## src/design/cpr_pkg.sv

```systemverilog
// Package for the CRC-checked packet receiver.
// Frame constants, controller state type and control/status structs.
// No dependencies.
`timescale 1ns / 1ps

package cpr_pkg;

   localparam int BYTE_W            = 8;
   localparam int CRC_W             = 16;
   localparam int OUT_BYTES         = 4;
   localparam int RSP_W             = OUT_BYTES * BYTE_W + CRC_W;
   localparam int BIT_CNT_W         = 3;
   localparam int DEF_PAYLOAD_BYTES = 4;

   localparam logic [BYTE_W-1:0]    HDR_BYTE  = 8'hFF;
   localparam logic [BYTE_W-1:0]    TRL_BYTE  = 8'hFE;
   localparam logic [CRC_W-1:0]     CRC_INIT  = 16'hFFFF;
   localparam logic [CRC_W-1:0]     CRC_POLY  = 16'hA001;
   localparam logic [BIT_CNT_W-1:0] BIT_LAST  = 3'd7;

   typedef enum logic [2:0] {
      ST_IDLE,
      ST_PAYLOAD,
      ST_CRC_RUN,
      ST_CRC_LO,
      ST_CRC_HI,
      ST_TRAILER
   } state_type;

   typedef struct packed {
      logic hdr_start;
      logic load_byte;
      logic crc_step;
      logic take_lo;
      logic take_hi;
      logic check;
   } cmd_type;

   typedef struct packed {
      logic hdr_match;
      logic bit_last;
      logic payload_done;
      logic out_busy;
   } status_type;

endpackage

```

## src/design/cpr_datapath.sv

```systemverilog
// Datapath of the packet receiver: payload store, bit-serial CRC-16,
// received CRC holds and the result register.
// Depends on cpr_pkg.
`timescale 1ns / 1ps

module cpr_datapath import cpr_pkg::*; #(
   parameter int PAYLOAD_BYTES = DEF_PAYLOAD_BYTES
) (
   input  logic              clock,
   input  logic              reset,
   input  logic [BYTE_W-1:0] rx_byte,
   input  cmd_type           cmd,
   output status_type        status,
   output logic              rsp_tvalid,
   input  logic              rsp_tready,
   output logic [RSP_W-1:0]  rsp_tdata
);

   localparam int CNT_W = $clog2(PAYLOAD_BYTES + 1);
   localparam int IDX_W = (CNT_W > 2) ? CNT_W : 3;

   logic [CRC_W-1:0]     crc_ff, crc_in;
   logic [IDX_W-1:0]     idx_ff, idx_in;
   logic [BIT_CNT_W-1:0] bit_cnt_ff, bit_cnt_in;
   logic [BYTE_W-1:0]    lo_ff, hi_ff;
   logic [BYTE_W-1:0]    store_ff [OUT_BYTES];
   logic                 rsp_valid_ff, rsp_valid_in;
   logic [RSP_W-1:0]     rsp_data_ff;
   logic [RSP_W-1:0]     rsp_data_next;
   logic                 emit;

   always_comb begin
      crc_in     = crc_ff;
      idx_in     = idx_ff;
      bit_cnt_in = bit_cnt_ff;
      if (cmd.hdr_start) begin
         crc_in = CRC_INIT;
         idx_in = '0;
      end else if (cmd.load_byte) begin
         crc_in     = crc_ff ^ {{(CRC_W-BYTE_W){1'b0}}, rx_byte};
         idx_in     = idx_ff + IDX_W'(1);
         bit_cnt_in = '0;
      end else if (cmd.crc_step) begin
         crc_in     = crc_ff[0] ? ((crc_ff >> 1) ^ CRC_POLY) : (crc_ff >> 1);
         bit_cnt_in = bit_cnt_ff + BIT_CNT_W'(1);
      end
   end

   assign emit = cmd.check && (rx_byte == TRL_BYTE) && (crc_ff == {hi_ff, lo_ff});

   always_comb begin
      rsp_valid_in = rsp_valid_ff;
      if (rsp_valid_ff && rsp_tready) begin
         rsp_valid_in = 1'b0;
      end
      if (emit) begin
         rsp_valid_in = 1'b1;
      end
   end

   for (genvar k = 0; k < OUT_BYTES; k++) begin : g_out
      if (k < PAYLOAD_BYTES) begin : g_used
         assign rsp_data_next[k*BYTE_W +: BYTE_W] = store_ff[k];
      end else begin : g_zero
         assign rsp_data_next[k*BYTE_W +: BYTE_W] = '0;
      end
   end
   assign rsp_data_next[RSP_W-1 -: CRC_W] = {hi_ff, lo_ff};

   always_ff @(posedge clock) begin
      if (reset) begin
         crc_ff       <= CRC_INIT;
         idx_ff       <= '0;
         bit_cnt_ff   <= '0;
         rsp_valid_ff <= 1'b0;
      end else begin
         crc_ff       <= crc_in;
         idx_ff       <= idx_in;
         bit_cnt_ff   <= bit_cnt_in;
         rsp_valid_ff <= rsp_valid_in;
      end
   end

   always_ff @(posedge clock) begin
      if (cmd.load_byte && (idx_ff < IDX_W'(OUT_BYTES))) begin
         store_ff[idx_ff[1:0]] <= rx_byte;
      end
      if (cmd.take_lo) begin
         lo_ff <= rx_byte;
      end
      if (cmd.take_hi) begin
         hi_ff <= rx_byte;
      end
      if (emit) begin
         rsp_data_ff <= rsp_data_next;
      end
   end

   assign status.hdr_match    = (rx_byte == HDR_BYTE);
   assign status.bit_last     = (bit_cnt_ff == BIT_LAST);
   assign status.payload_done = (idx_ff == IDX_W'(PAYLOAD_BYTES));
   assign status.out_busy     = rsp_valid_ff;

   assign rsp_tvalid = rsp_valid_ff;
   assign rsp_tdata  = rsp_data_ff;

endmodule

```

## src/design/cpr_ctrl.sv

```systemverilog
// Frame controller of the packet receiver: tracks frame position and
// sequences the bit-serial CRC. Depends on cpr_pkg.
`timescale 1ns / 1ps

module cpr_ctrl import cpr_pkg::*; (
   input  logic       clock,
   input  logic       reset,
   input  logic       req_tvalid,
   output logic       req_tready,
   input  status_type status,
   output cmd_type    cmd
);

   state_type state_ff, state_in;
   logic      accept;

   always_ff @(posedge clock) begin
      if (reset) begin
         state_ff <= ST_IDLE;
      end else begin
         state_ff <= state_in;
      end
   end

   always_comb begin
      state_in   = state_ff;
      cmd        = '0;
      req_tready = 1'b0;
      accept     = 1'b0;
      unique case (state_ff)
         ST_IDLE: begin
            req_tready = 1'b1;
            accept     = req_tvalid;
            if (accept && status.hdr_match) begin
               cmd.hdr_start = 1'b1;
               state_in      = ST_PAYLOAD;
            end
         end
         ST_PAYLOAD: begin
            req_tready = 1'b1;
            accept     = req_tvalid;
            if (accept) begin
               cmd.load_byte = 1'b1;
               state_in      = ST_CRC_RUN;
            end
         end
         ST_CRC_RUN: begin
            cmd.crc_step = 1'b1;
            if (status.bit_last) begin
               state_in = status.payload_done ? ST_CRC_LO : ST_PAYLOAD;
            end
         end
         ST_CRC_LO: begin
            req_tready = 1'b1;
            accept     = req_tvalid;
            if (accept) begin
               cmd.take_lo = 1'b1;
               state_in    = ST_CRC_HI;
            end
         end
         ST_CRC_HI: begin
            req_tready = 1'b1;
            accept     = req_tvalid;
            if (accept) begin
               cmd.take_hi = 1'b1;
               state_in    = ST_TRAILER;
            end
         end
         ST_TRAILER: begin
            // result slot must be free before the frame can complete
            req_tready = !status.out_busy;
            accept     = req_tvalid && req_tready;
            if (accept) begin
               cmd.check = 1'b1;
               state_in  = ST_IDLE;
            end
         end
         default: begin
            state_in = ST_IDLE;
         end
      endcase
   end

endmodule

```

## src/design/crc_checked_packet_receiver_core.sv

```systemverilog
// Top level of the CRC-checked packet receiver (0xFF, payload, CRC lo/hi, 0xFE).
// Instantiates cpr_ctrl and cpr_datapath; depends on cpr_pkg.
//
// channel | dir | transfer
// req     | in  | one received byte, tdata[7:0] = rx_byte
// rsp     | out | one verified packet, data bytes 0..3 then packet_crc
//
// Header, CRC and trailer bytes need only their transfer. A payload byte is
// taken, then shifted bit by bit through the CRC-16 unit while req_tready is low.
// A good frame shows on rsp the cycle after its trailer transfer and is held
// until taken; a trailer is not taken while an earlier result still waits.
// Synchronous reset returns to header search with no result pending.
`timescale 1ns / 1ps

module crc_checked_packet_receiver_core import cpr_pkg::*; #(
   parameter int PAYLOAD_BYTES = DEF_PAYLOAD_BYTES
) (
   input  logic              clock,
   input  logic              reset,
   input  logic              req_tvalid,
   output logic              req_tready,
   input  logic [BYTE_W-1:0] req_tdata,   // [7:0] rx_byte
   output logic              rsp_tvalid,
   input  logic              rsp_tready,
   output logic [RSP_W-1:0]  rsp_tdata    // data_byte_0..3 [31:0], packet_crc [47:32]
);

   cmd_type    cmd;
   status_type status;

   cpr_ctrl u_ctrl (
      .clock      (clock),
      .reset      (reset),
      .req_tvalid (req_tvalid),
      .req_tready (req_tready),
      .status     (status),
      .cmd        (cmd)
   );

   cpr_datapath #(
      .PAYLOAD_BYTES (PAYLOAD_BYTES)
   ) u_datapath (
      .clock      (clock),
      .reset      (reset),
      .rx_byte    (req_tdata),
      .cmd        (cmd),
      .status     (status),
      .rsp_tvalid (rsp_tvalid),
      .rsp_tready (rsp_tready),
      .rsp_tdata  (rsp_tdata)
   );

endmodule

```

## config.mk

```make
export PLATFORM = sky130hd
export DESIGN_NAME = crc_checked_packet_receiver_core
export DESIGN_NICKNAME = d
export VERILOG_FILES = /design/src/design/cpr_pkg.sv /design/src/design/cpr_datapath.sv /design/src/design/cpr_ctrl.sv /design/src/design/crc_checked_packet_receiver_core.sv
export SDC_FILE = /design/constraint.sdc
export NUM_CORES = 1
export LEC_CHECK = 0
export BUFFER_PORTS_ARGS = -buffer_cell sky130_fd_sc_hd__buf_2
export CAP_MARGIN = 15
export CORE_MARGIN = 2
export CORE_UTILIZATION = 38
export CTS_BUF_LIST = sky130_fd_sc_hd__clkbuf_8
export CTS_CLUSTER_SIZE = 24
export DETAILED_ROUTE_END_ITERATION = 10
export PLACE_DENSITY = 0.62
export RECOVER_POWER = 50
export SLEW_MARGIN = 30
export SYNTH_ARGS = -nofsm -noshare
export SYNTH_HDL_FRONTEND = slang
export SYNTH_SLANG_ARGS = --single-unit
export TNS_END_PERCENT = 50
```

## constraint.sdc

```tcl
create_clock -name clock -period 4.9 [get_ports clock]
set_input_delay 1.225 -clock clock [delete_from_list [all_inputs] [get_ports clock]]
set_output_delay 1.225 -clock clock [all_outputs]
set_load 0.1 [all_outputs]
```

* Word-level counts from Yosys, hierarchy flattened
Memories as Yosys holds them, arrays and structs flattened. A register that Yosys moved wholly into a read port is not among the register bits.
Index checks and enable logic that the tools add are counted.
** Word-level totals
- Flip-flop bits (word level) :: 90
- Latch bits :: 0
- Bits in writable memories :: 32
- Memory bits (read-only) :: 0
- Logic and storage cells :: 72
- Memories kept :: 1
** Cells by class
- Add/subtract/negate cells :: 2
- Multiply operators :: 0
- Divide/modulo/power cells :: 0
- Order comparisons :: 1
- Equal/unequal tests :: 16
- Shift operators :: 0
- Muxes and demuxes :: 27
- Bitwise logic cells :: 3
- Reductions and logical operators :: 14
** Memories
- u_datapath.store_ff :: depth 4, width 8, read ports 4, clocked after memory_dff 4, write ports 1, line cpr_datapath.sv:26 : logic [BYTE_W-1:0] store_ff [OUT_BYTES];
** Operator list (number)
- $mux W16 :: 3
- $mux W3 :: 8
- $pmux W3 S6 :: 1
- $eq A16 B16 Y1 :: 1
- $eq A8 B8 Y1 const B :: 2
- $xor A16 B8 Y16 :: 1
- $mux W1 :: 13
- $eq A3 B3 Y1 const B :: 4
- $ne A2 B2 Y1 const B :: 4
- $add A3 B1 Y3 const B :: 2
- $eq A3 B2 Y1 const B :: 2
- $logic_and A1 B1 Y1 :: 6
- $reduce_and A6 Y1 :: 1
- $ne A2 B1 Y1 const B :: 2
- $reduce_bool A2 Y1 :: 2
- $reduce_or A4 Y1 :: 1
- $eq A3 B1 Y1 const B :: 1
- $logic_not A3 Y1 :: 1
- $lt A3 B3 Y1 const B :: 1
- $not A2 Y3 :: 1
- $mux W2 :: 1
- $pmux W1 S2 :: 1
- $reduce_and A2 Y1 :: 1
- $reduce_or A2 Y1 :: 1
- other kinds (2) :: 2

* Longest topological paths before layout
Gate-level depths: netlist (run 1).
- Depth after elaboration :: 7
- Gate-level depth with buffers :: 6
- Mapped depth without buffers :: 6

* Cells and area by module
Synthesis (run 1) repeated with hierarchy kept, for this count alone.
** Second synthesis, totals
- Cell total of the unflattened synthesis :: 299
- Area total of the unflattened synthesis :: 4578.1 sq um
** By module, submodules not included
- cpr_datapath :: instances 1, cells an instance 267, area each 4295.4 sq um
- cpr_ctrl :: instances 1, cells an instance 32, area each 282.8 sq um

* Worst setup path after synthesis (run 1)
No wires, ideal clock.
- Path kind :: in2reg
- From :: input port req_tvalid
- To :: register u_datapath.rsp_data_ff[0] (netlist: rsp_tdata[0]), read port of u_datapath.store_ff (enable)
- Library setup time :: 454 ps
- Arrival time :: 3727 ps
- Required time :: 4446 ps
- Slack :: 719 ps
- Cell stages on the path :: 4
- Path buffers :: 0
- Cells stage by stage :: nand4_1 > nor2_1 > nand4_1 > nor2_1
** On the way
- Longest elaborated chain between the ends :: 5
** RTL lines
- from (decl) :: line crc_checked_packet_receiver_core.sv:20 : input logic req_tvalid,
- $logic_and A1 B1 Y1 :: line cpr_ctrl.sv:72 : accept = req_tvalid && req_tready;
- $mux W1 :: line cpr_ctrl.sv:73 : if (accept) begin
- $mux W1 :: line cpr_ctrl.sv:30 : unique case (state_ff)
- $logic_and A1 B1 Y1 (2 in series) :: line cpr_datapath.sv:49 : assign emit = cmd.check && (rx_byte == TRL_BYTE) && (crc_ff == {hi_ff, lo_ff});
- net u_datapath.emit :: line cpr_datapath.sv:30 : logic emit;
- to (decl) :: line cpr_datapath.sv:28 : logic [RSP_W-1:0] rsp_data_ff;
The timed path passes the listed nets, and every way through them passes these cells.
A chain may end at the register's enable or synchronous reset.

* Final worst setup path (run 1)
- From :: input port req_tdata[7]
- To :: register u_datapath.crc_ff[6]
** On the way
- Longest elaborated chain between the ends :: 5
** RTL lines
- from (decl) :: line crc_checked_packet_receiver_core.sv:22 : input logic [BYTE_W-1:0] req_tdata,
- $eq A8 B8 Y1 :: line cpr_datapath.sv:99 : assign status.hdr_match = (rx_byte == HDR_BYTE);
- $logic_and A1 B1 Y1 :: line cpr_ctrl.sv:34 : if (accept && status.hdr_match) begin
- $mux W1 :: line cpr_ctrl.sv:34
- $mux W1 :: line cpr_ctrl.sv:30
- $reduce_or A2 Y1 (no source line)
- to (signal assigned) :: line cpr_datapath.sv:77 : crc_ff <= crc_in;
- to (decl) :: line cpr_datapath.sv:22 : logic [CRC_W-1:0] crc_ff, crc_in;
Every way passes these cells.

==> results of run 1 <==
==> metal layers <==
metal  track usage (%)  vias up  share of wire, %
met5                 0        -                 0
met3             6.156       14               5.8
met4             5.854        0               2.0
met2             22.75       91                47
met1             19.00     1247                45
li1                  -     1229                 -
==> flip-flops by register name (all words and copies together) (netlist names) <==
register               flops
u_datapath.crc_ff         16
u_datapath.rsp_tdata      16
u_datapath.rsp_tvalid      1
u_datapath.store_ff       32
u_datapath.hi_ff           8
u_datapath.idx_ff          3
u_ctrl.state_ff            3
u_datapath.bit_cnt_ff      3
u_datapath.lo_ff           8
rsp_tdata                 32
==> cell families after synthesis <==
group	count (synthesis)	synth area share, %
compound gates	35	5.920
xor+xnor	19	3.714
fa+ha+maj	6	1.675
buf+inv	21	2.513
flops	122	75.96
mux	2	0.4468
simple gates	81	9.774
==> worst max-delay path: stages <==
cell and delay (ns):
clkbuf_1 0.23, nand4_1 0.20, nor2_1 0.09, a31oi_1 1.36
o2111ai_1 0.25
==> cell type report <==
class                   count  area (um2)
multi-input cells         143       950.9
fillers                  1005        6236
well taps                 143       178.9
flip-flops and latches    122        3403
repair buffers             62       301.5
clock buffers              19       261.5
inverters                  10       37.54
clock inverters            13       97.59
==> cell usage after synthesis (4+ instances only) <==
cell	instances	share of area [%]
dfxtp_1	26	12
nor3_1	5	0.56
nand3_1	11	1.2
a211oi_1	4	0.67
nor2_1	11	0.92
a31oi_1	5	0.70
nand2_1	25	2.1
inv_1	10	0.84
nor4_1	8	1.1
xor2_1	17	3.3
buf_4	4	0.67
o211ai_1	5	0.84
ha_1	6	1.7
nand4_1	4	0.56
edfxtp_1	96	64
==> where the power goes <==
part	switching (mW)	internal, mW
clock network	0.404	0.378
registers	0.000156	1.11
logic	0.0153	0.00343
==> placed cells by master, fill, tap and decap left out, types with 2 or more instances in the layout <==
| master | Yosys | final |
|---|---|---|
| mux2i_1 | 2 | 2 |
| and3_1 | 2 | 2 |
| a31oi_1 | 5 | 6 |
| nand2_1 | 25 | 25 |
| buf_2 | 3 | 52 |
| ha_1 | 6 | 6 |
| xnor2_1 | 2 | 2 |
| clkinv_4 | 0 | 5 |
| edfxtp_1 | 96 | 96 |
| a32oi_1 | 2 | 2 |
| clkbuf_1 | 1 | 9 |
| a21oi_1 | 3 | 3 |
| o21ai_0 | 3 | 3 |
| nand4_1 | 4 | 4 |
| xor2_1 | 17 | 17 |
| nor3_1 | 5 | 5 |
| dfxtp_1 | 26 | 26 |
| nand4bb_1 | 2 | 2 |
| clkbuf_8 | 0 | 19 |
| clkinv_2 | 0 | 2 |
| a211oi_1 | 4 | 4 |
| clkinvlp_4 | 0 | 3 |
| o211ai_1 | 5 | 5 |
| a21boi_0 | 3 | 3 |
| and2_1 | 3 | 3 |
| nand3_1 | 11 | 11 |
| inv_1 | 10 | 11 |
| nor2_1 | 11 | 10 |
| inv_6 | 0 | 2 |
| o31ai_1 | 3 | 3 |
| nor4_1 | 8 | 8 |
==> metrics by stage <==
stage	cells	hold slack [ns]	worst slack, ns
floorplan	286	0.4003	0.7191
global placement	480	0.4059	1.803
detailed placement	480	0.4045	1.771
CTS	512	0.4136	1.854
global route	512	0.4233	1.628
finish	512	0.4166	1.756
==> final timing paths <==
kind	start	to	cells past startpoint
hold / removal	u_datapath.store_ff[2][5]$_DFFE_PP_	rsp_tdata[21]$_DFFE_PP_	0
setup reg to reg	u_ctrl.state_ff[0]$_SDFFE_PP0P_	u_datapath.crc_ff[6]$_SDFFE_PP1P_	3
hold reg to reg	u_datapath.store_ff[2][5]$_DFFE_PP_	rsp_tdata[21]$_DFFE_PP_	0
setup / recovery	req_tdata[7]	u_datapath.crc_ff[6]$_SDFFE_PP1P_	5
==> impl_metrics.py, run 1 <==
metrics = {
    "flow_run": {
        "max-cap-violations": 1,
    },
    "yosys": {
        "synth_seq_cells": 122,
        "synthArstFlopShare_pct": 0,
        "synth_ff_type": "edfxtp_1",
        "ys_seq_area_share_pct": 75.96,
        "yosysWarnings": 0,
        "avgSynthCellArea_um2": 15.67,
        "syn_area_mm2": 0.004481,
        "synth_nets": 304,
        "syn_inst": 286,
        "synth_edf_count": 96,
        "synth_cell_type_count": 46,
    },
    "clock_tree": {
        "clk_path_buf_depth": 2,
        "cts-root-buf": "clkbuf_8",
        "hold_buffers": 0,
        "cts_buffers": 17,
        "clk_latency_ns": 0.44,
        "clock-sinks": 122,
        "clkSlewWorstSetupHoldPaths_ns": 0.08,
        "post_cts_buffers": 0,
        "cts-htree-levels": 4,
        "cts_resized": 0,
        "cts_tree": "yes",
    },
    "final_layout": {
        "fin_area_mm2": 0.005231,
        "diodes": 0,
        "utilization_pct": 45.62,
        "drive_above_1_share_pct": 24.12,
        "area_growth_pct": 16.76,
        "nets": 374,
    },
    "global_route": {
        "gr-total-overflow": 0,
        "grt_pass1_wl_um": 13660,
        "grtUsageTotal_pct": 14.91,
        "first_global_vias": 2463,
        "antenna_found_initial": 0,
        "grt_max_degree": 49,
    },
    "sta": {
        "relSlewSlack_pct": -17.68,
        "rsz0062_at_grt": "false",
        "setup_violations": 0,
        "slew_viol_final": 20,
        "worstMarginPinSlew_ns": 1.757,
        "final-hold-violation-count": 0,
        "period_needed_ns": 3.144,
        "fmax_ghz": 0.3181,
        "setup_tns_ns": 0,
        "final.setup_skew_ns": 0.009960,
        "fin_crit_sh_pct": 64.16,
    },
    "routing": {
        "wl_per_cell_um": 17.42,
        "num_vias": 2581,
        "drt-total-wl_um": 8920,
        "viasPerCell": 5.041,
        "drc_errors": 0,
        "first_iter_violations": 199,
        "ant_nets": 0,
        "dr.pass1.iters": 5,
    },
    "worst_setup_path": {
        "worstSetupEndpointType": "flop",
        "worstSetupPathType": "primary input to flop",
        "crit_fanout": 19,
        "cp-start-kind": "primary input",
        "reg2reg_slack_ns": 2.40,
        "worst_ep_arrival_time_ns": 3.36,
        "cp.required_ns": 5.12,
    },
    "power_and_ir_drop": {
        "power_leakage_nw": 1.854,
        "power_mw": 1.908,
        "p_per_area_mw_per_mm2": 364.7,
        "vdd_drop_max_v": 0.0002641,
    },
    "die": {
        "io-pin-count": 62,
        "fp.coreArea_mm2": 0.01147,
        "die_x_um": 112.6,
        "die-area_mm2": 0.01268,
        "start_util_pct": 39.07,
        "die_h_um": 112.6,
        "fp-row-count": 39,
    },
    "worst_hold_path": {
        "hp-class": "flop to flop",
    },
    "place": {
        "dp_hpwl_um": 6013,
        "gp_congestion": 0.7934,
        "placed_area_mm2": 0.004905,
        "io_buffers": 61,
    },
    "status": {
        "status": "finished, violations left",
        "violations": "max-capacitance violations, max-slew violations",
    },
}
Power figures use the tool's default switching activity.
==> run 2, diff against run 1 <==
Clock period 4.9 ns to 2.92 ns, I/O delays scaled along.
==> impl_metrics.py, run 2 (synthesized netlist as in run 1, its figures left out) <==
metrics = {
    "status": {
        "status": "finished, violations left",
        "violations": "max-capacitance violations, max-slew violations",
    },
    "clock_tree": {
        "post_cts_buffers": 0,
        "clock-sinks": 122,
        "cts-root-buf": "clkbuf_8",
        "cts_buffers": 17,
        "cts_resized": 0,
        "clk_latency_ns": 0.43,
        "clkSlewWorstSetupHoldPaths_ns": 0.07,
        "cts_tree": "yes",
        "clk_path_buf_depth": 2,
        "cts-htree-levels": 4,
        "hold_buffers": 0,
    },
    "die": {
        "start_util_pct": 39.07,
        "fp.coreArea_mm2": 0.01147,
        "die-area_mm2": 0.01268,
        "die_h_um": 112.6,
        "fp-row-count": 39,
        "io-pin-count": 62,
        "die_x_um": 112.6,
    },
    "sta": {
        "final-hold-violation-count": 0,
        "worstMarginPinSlew_ns": 1.578,
        "slew_viol_final": 20,
        "period_needed_ns": 2.558,
        "fin_hold_ws_ns": 0.4174,
        "fin_crit_sh_pct": 87.59,
        "setup_violations": 0,
        "fmax_ghz": 0.3910,
        "relSlewSlack_pct": -5.664,
        "setup_tns_ns": 0,
        "rsz0062_at_grt": "false",
        "final.setup_skew_ns": 0.009270,
    },
    "worst_setup_path": {
        "crit_fanout": 15,
        "cp.required_ns": 2.19,
        "reg2reg_from": "u_ctrl.state_ff[0]$_SDFFE_PP0P_",
        "worstSetupEndpointType": "primary output",
        "cp-start-kind": "flop",
        "worstSetupStartpoint": "u_ctrl.state_ff[0]$_SDFFE_PP0P_",
        "worstSetupPathType": "flop to primary output",
        "worst_ep_arrival_time_ns": 1.83,
    },
    "final_layout": {
        "fillCellCount": 987,
        "area_growth_pct": 18.99,
        "nets": 378,
        "regArea_mm2": 0.003403,
        "final_common_cell": "edfxtp_1",
        "final_cell_mix": "96 x edfxtp_1, 46 x buf_2, 26 x dfxtp_1",
        "multi_input_area_um2": 950.9,
        "diodes": 0,
        "drive_above_1_share_pct": 23.39,
    },
    "global_route": {
        "first_global_vias": 2575,
        "grt_pass1_wl_um": 14000,
        "grtUsageTotal_pct": 15.07,
        "grt_max_degree": 41,
        "antenna_found_initial": 0,
        "gr-total-overflow": 0,
    },
    "power_and_ir_drop": {
        "p_sw_share_pct": 19.91,
        "p_clk_share_pct": 45.8,
        "p_comb_share_pct": 0.9,
        "p_seq_share_pct": 53.3,
        "power_leakage_nw": 1.875,
        "p_per_area_mw_per_mm2": 654.1,
        "vdd_drop_max_v": 0.0003373,
        "p_int_mw": 2.793,
        "p_switching_mw": 0.6943,
    },
    "place": {
        "gp_congestion": 0.8185,
        "dp_hpwl_um": 6348,
        "io_buffers": 61,
    },
    "worst_hold_path": {
        "hp-class": "flop to flop",
        "min_from": "u_datapath.store_ff[0][2]$_DFFE_PP_",
    },
    "routing": {
        "drt-total-wl_um": 9020,
        "num_vias": 2551,
        "ant_nets": 0,
        "dr.pass1.iters": 4,
        "viasPerCell": 4.953,
        "wl_per_cell_um": 17.51,
        "drc_errors": 0,
        "first_iter_violations": 191,
    },
    "flow_run": {
        "max-cap-violations": 1,
    },
}
[run 2: power by group through the flow]
stage	logic, mW	clock network (mW)	registers (mW)
finish	0.0325	1.60	1.86
global route	0.0361	1.70	1.86
CTS	0.0375	1.63	1.86
detailed placement	0.0374	0	1.90
global placement	0.0356	0	1.90
floorplan	0.00937	0	1.90
[run 2: layout make-up]
type                    instances  area share, %
clock buffers                  17          4.389
inverters                      10         0.7041
well taps                     143          3.356
flip-flops and latches        122          63.83
repair buffers                 66          6.172
multi-input cells             143          17.84
clock inverters                14          3.708
[run 2: path summary, 6_finish.rpt]
kind	endpoint	slack [ns]	depth (start not counted)
setup / recovery	req_tready	0.36	3
hold / removal	rsp_tdata[2]$_DFFE_PP_	0.42	0
hold reg to reg	rsp_tdata[2]$_DFFE_PP_	0.42	0
setup reg to reg	u_datapath.crc_ff[6]$_SDFFE_PP1P_	0.55	3
[run 2: layer usage]
metal  GRT usage, %  up-vias  part of all wire (%)
met4          7.642        0                   2.8
met5              0        -                     0
li1               -     1224                     -
met1          18.01     1228                    42
met2          24.47       77                    50
met3          4.914       22                   5.2
[run 2: through the flow]
| stage | utilization, % | instance area (um2) | power, mW | std cells | worst slack, ns |
|---|---|---|---|---|---|
| final | 46.49 | 5331 | 3.487 | 515 | 0.3624 |
| after global routing | 46.49 | 5331 | 3.594 | 515 | 0.2374 |
| after CTS | 46.91 | 5379 | 3.524 | 515 | 0.3156 |
| after detailed placement | 43.14 | 4947 | 1.933 | 484 | 0.3580 |
| after global placement | 43.14 | 4947 | 1.932 | 484 | 0.4213 |
| after floorplan | - | 4483 | 1.906 | 286 | 0.01598 |
[run 2: critical path, cell delays in order (launching register included)]
cell	delay, ns
dfxtp_1	0.63
nor2b_1	0.21
or2_2	0.14
buf_2	0.42
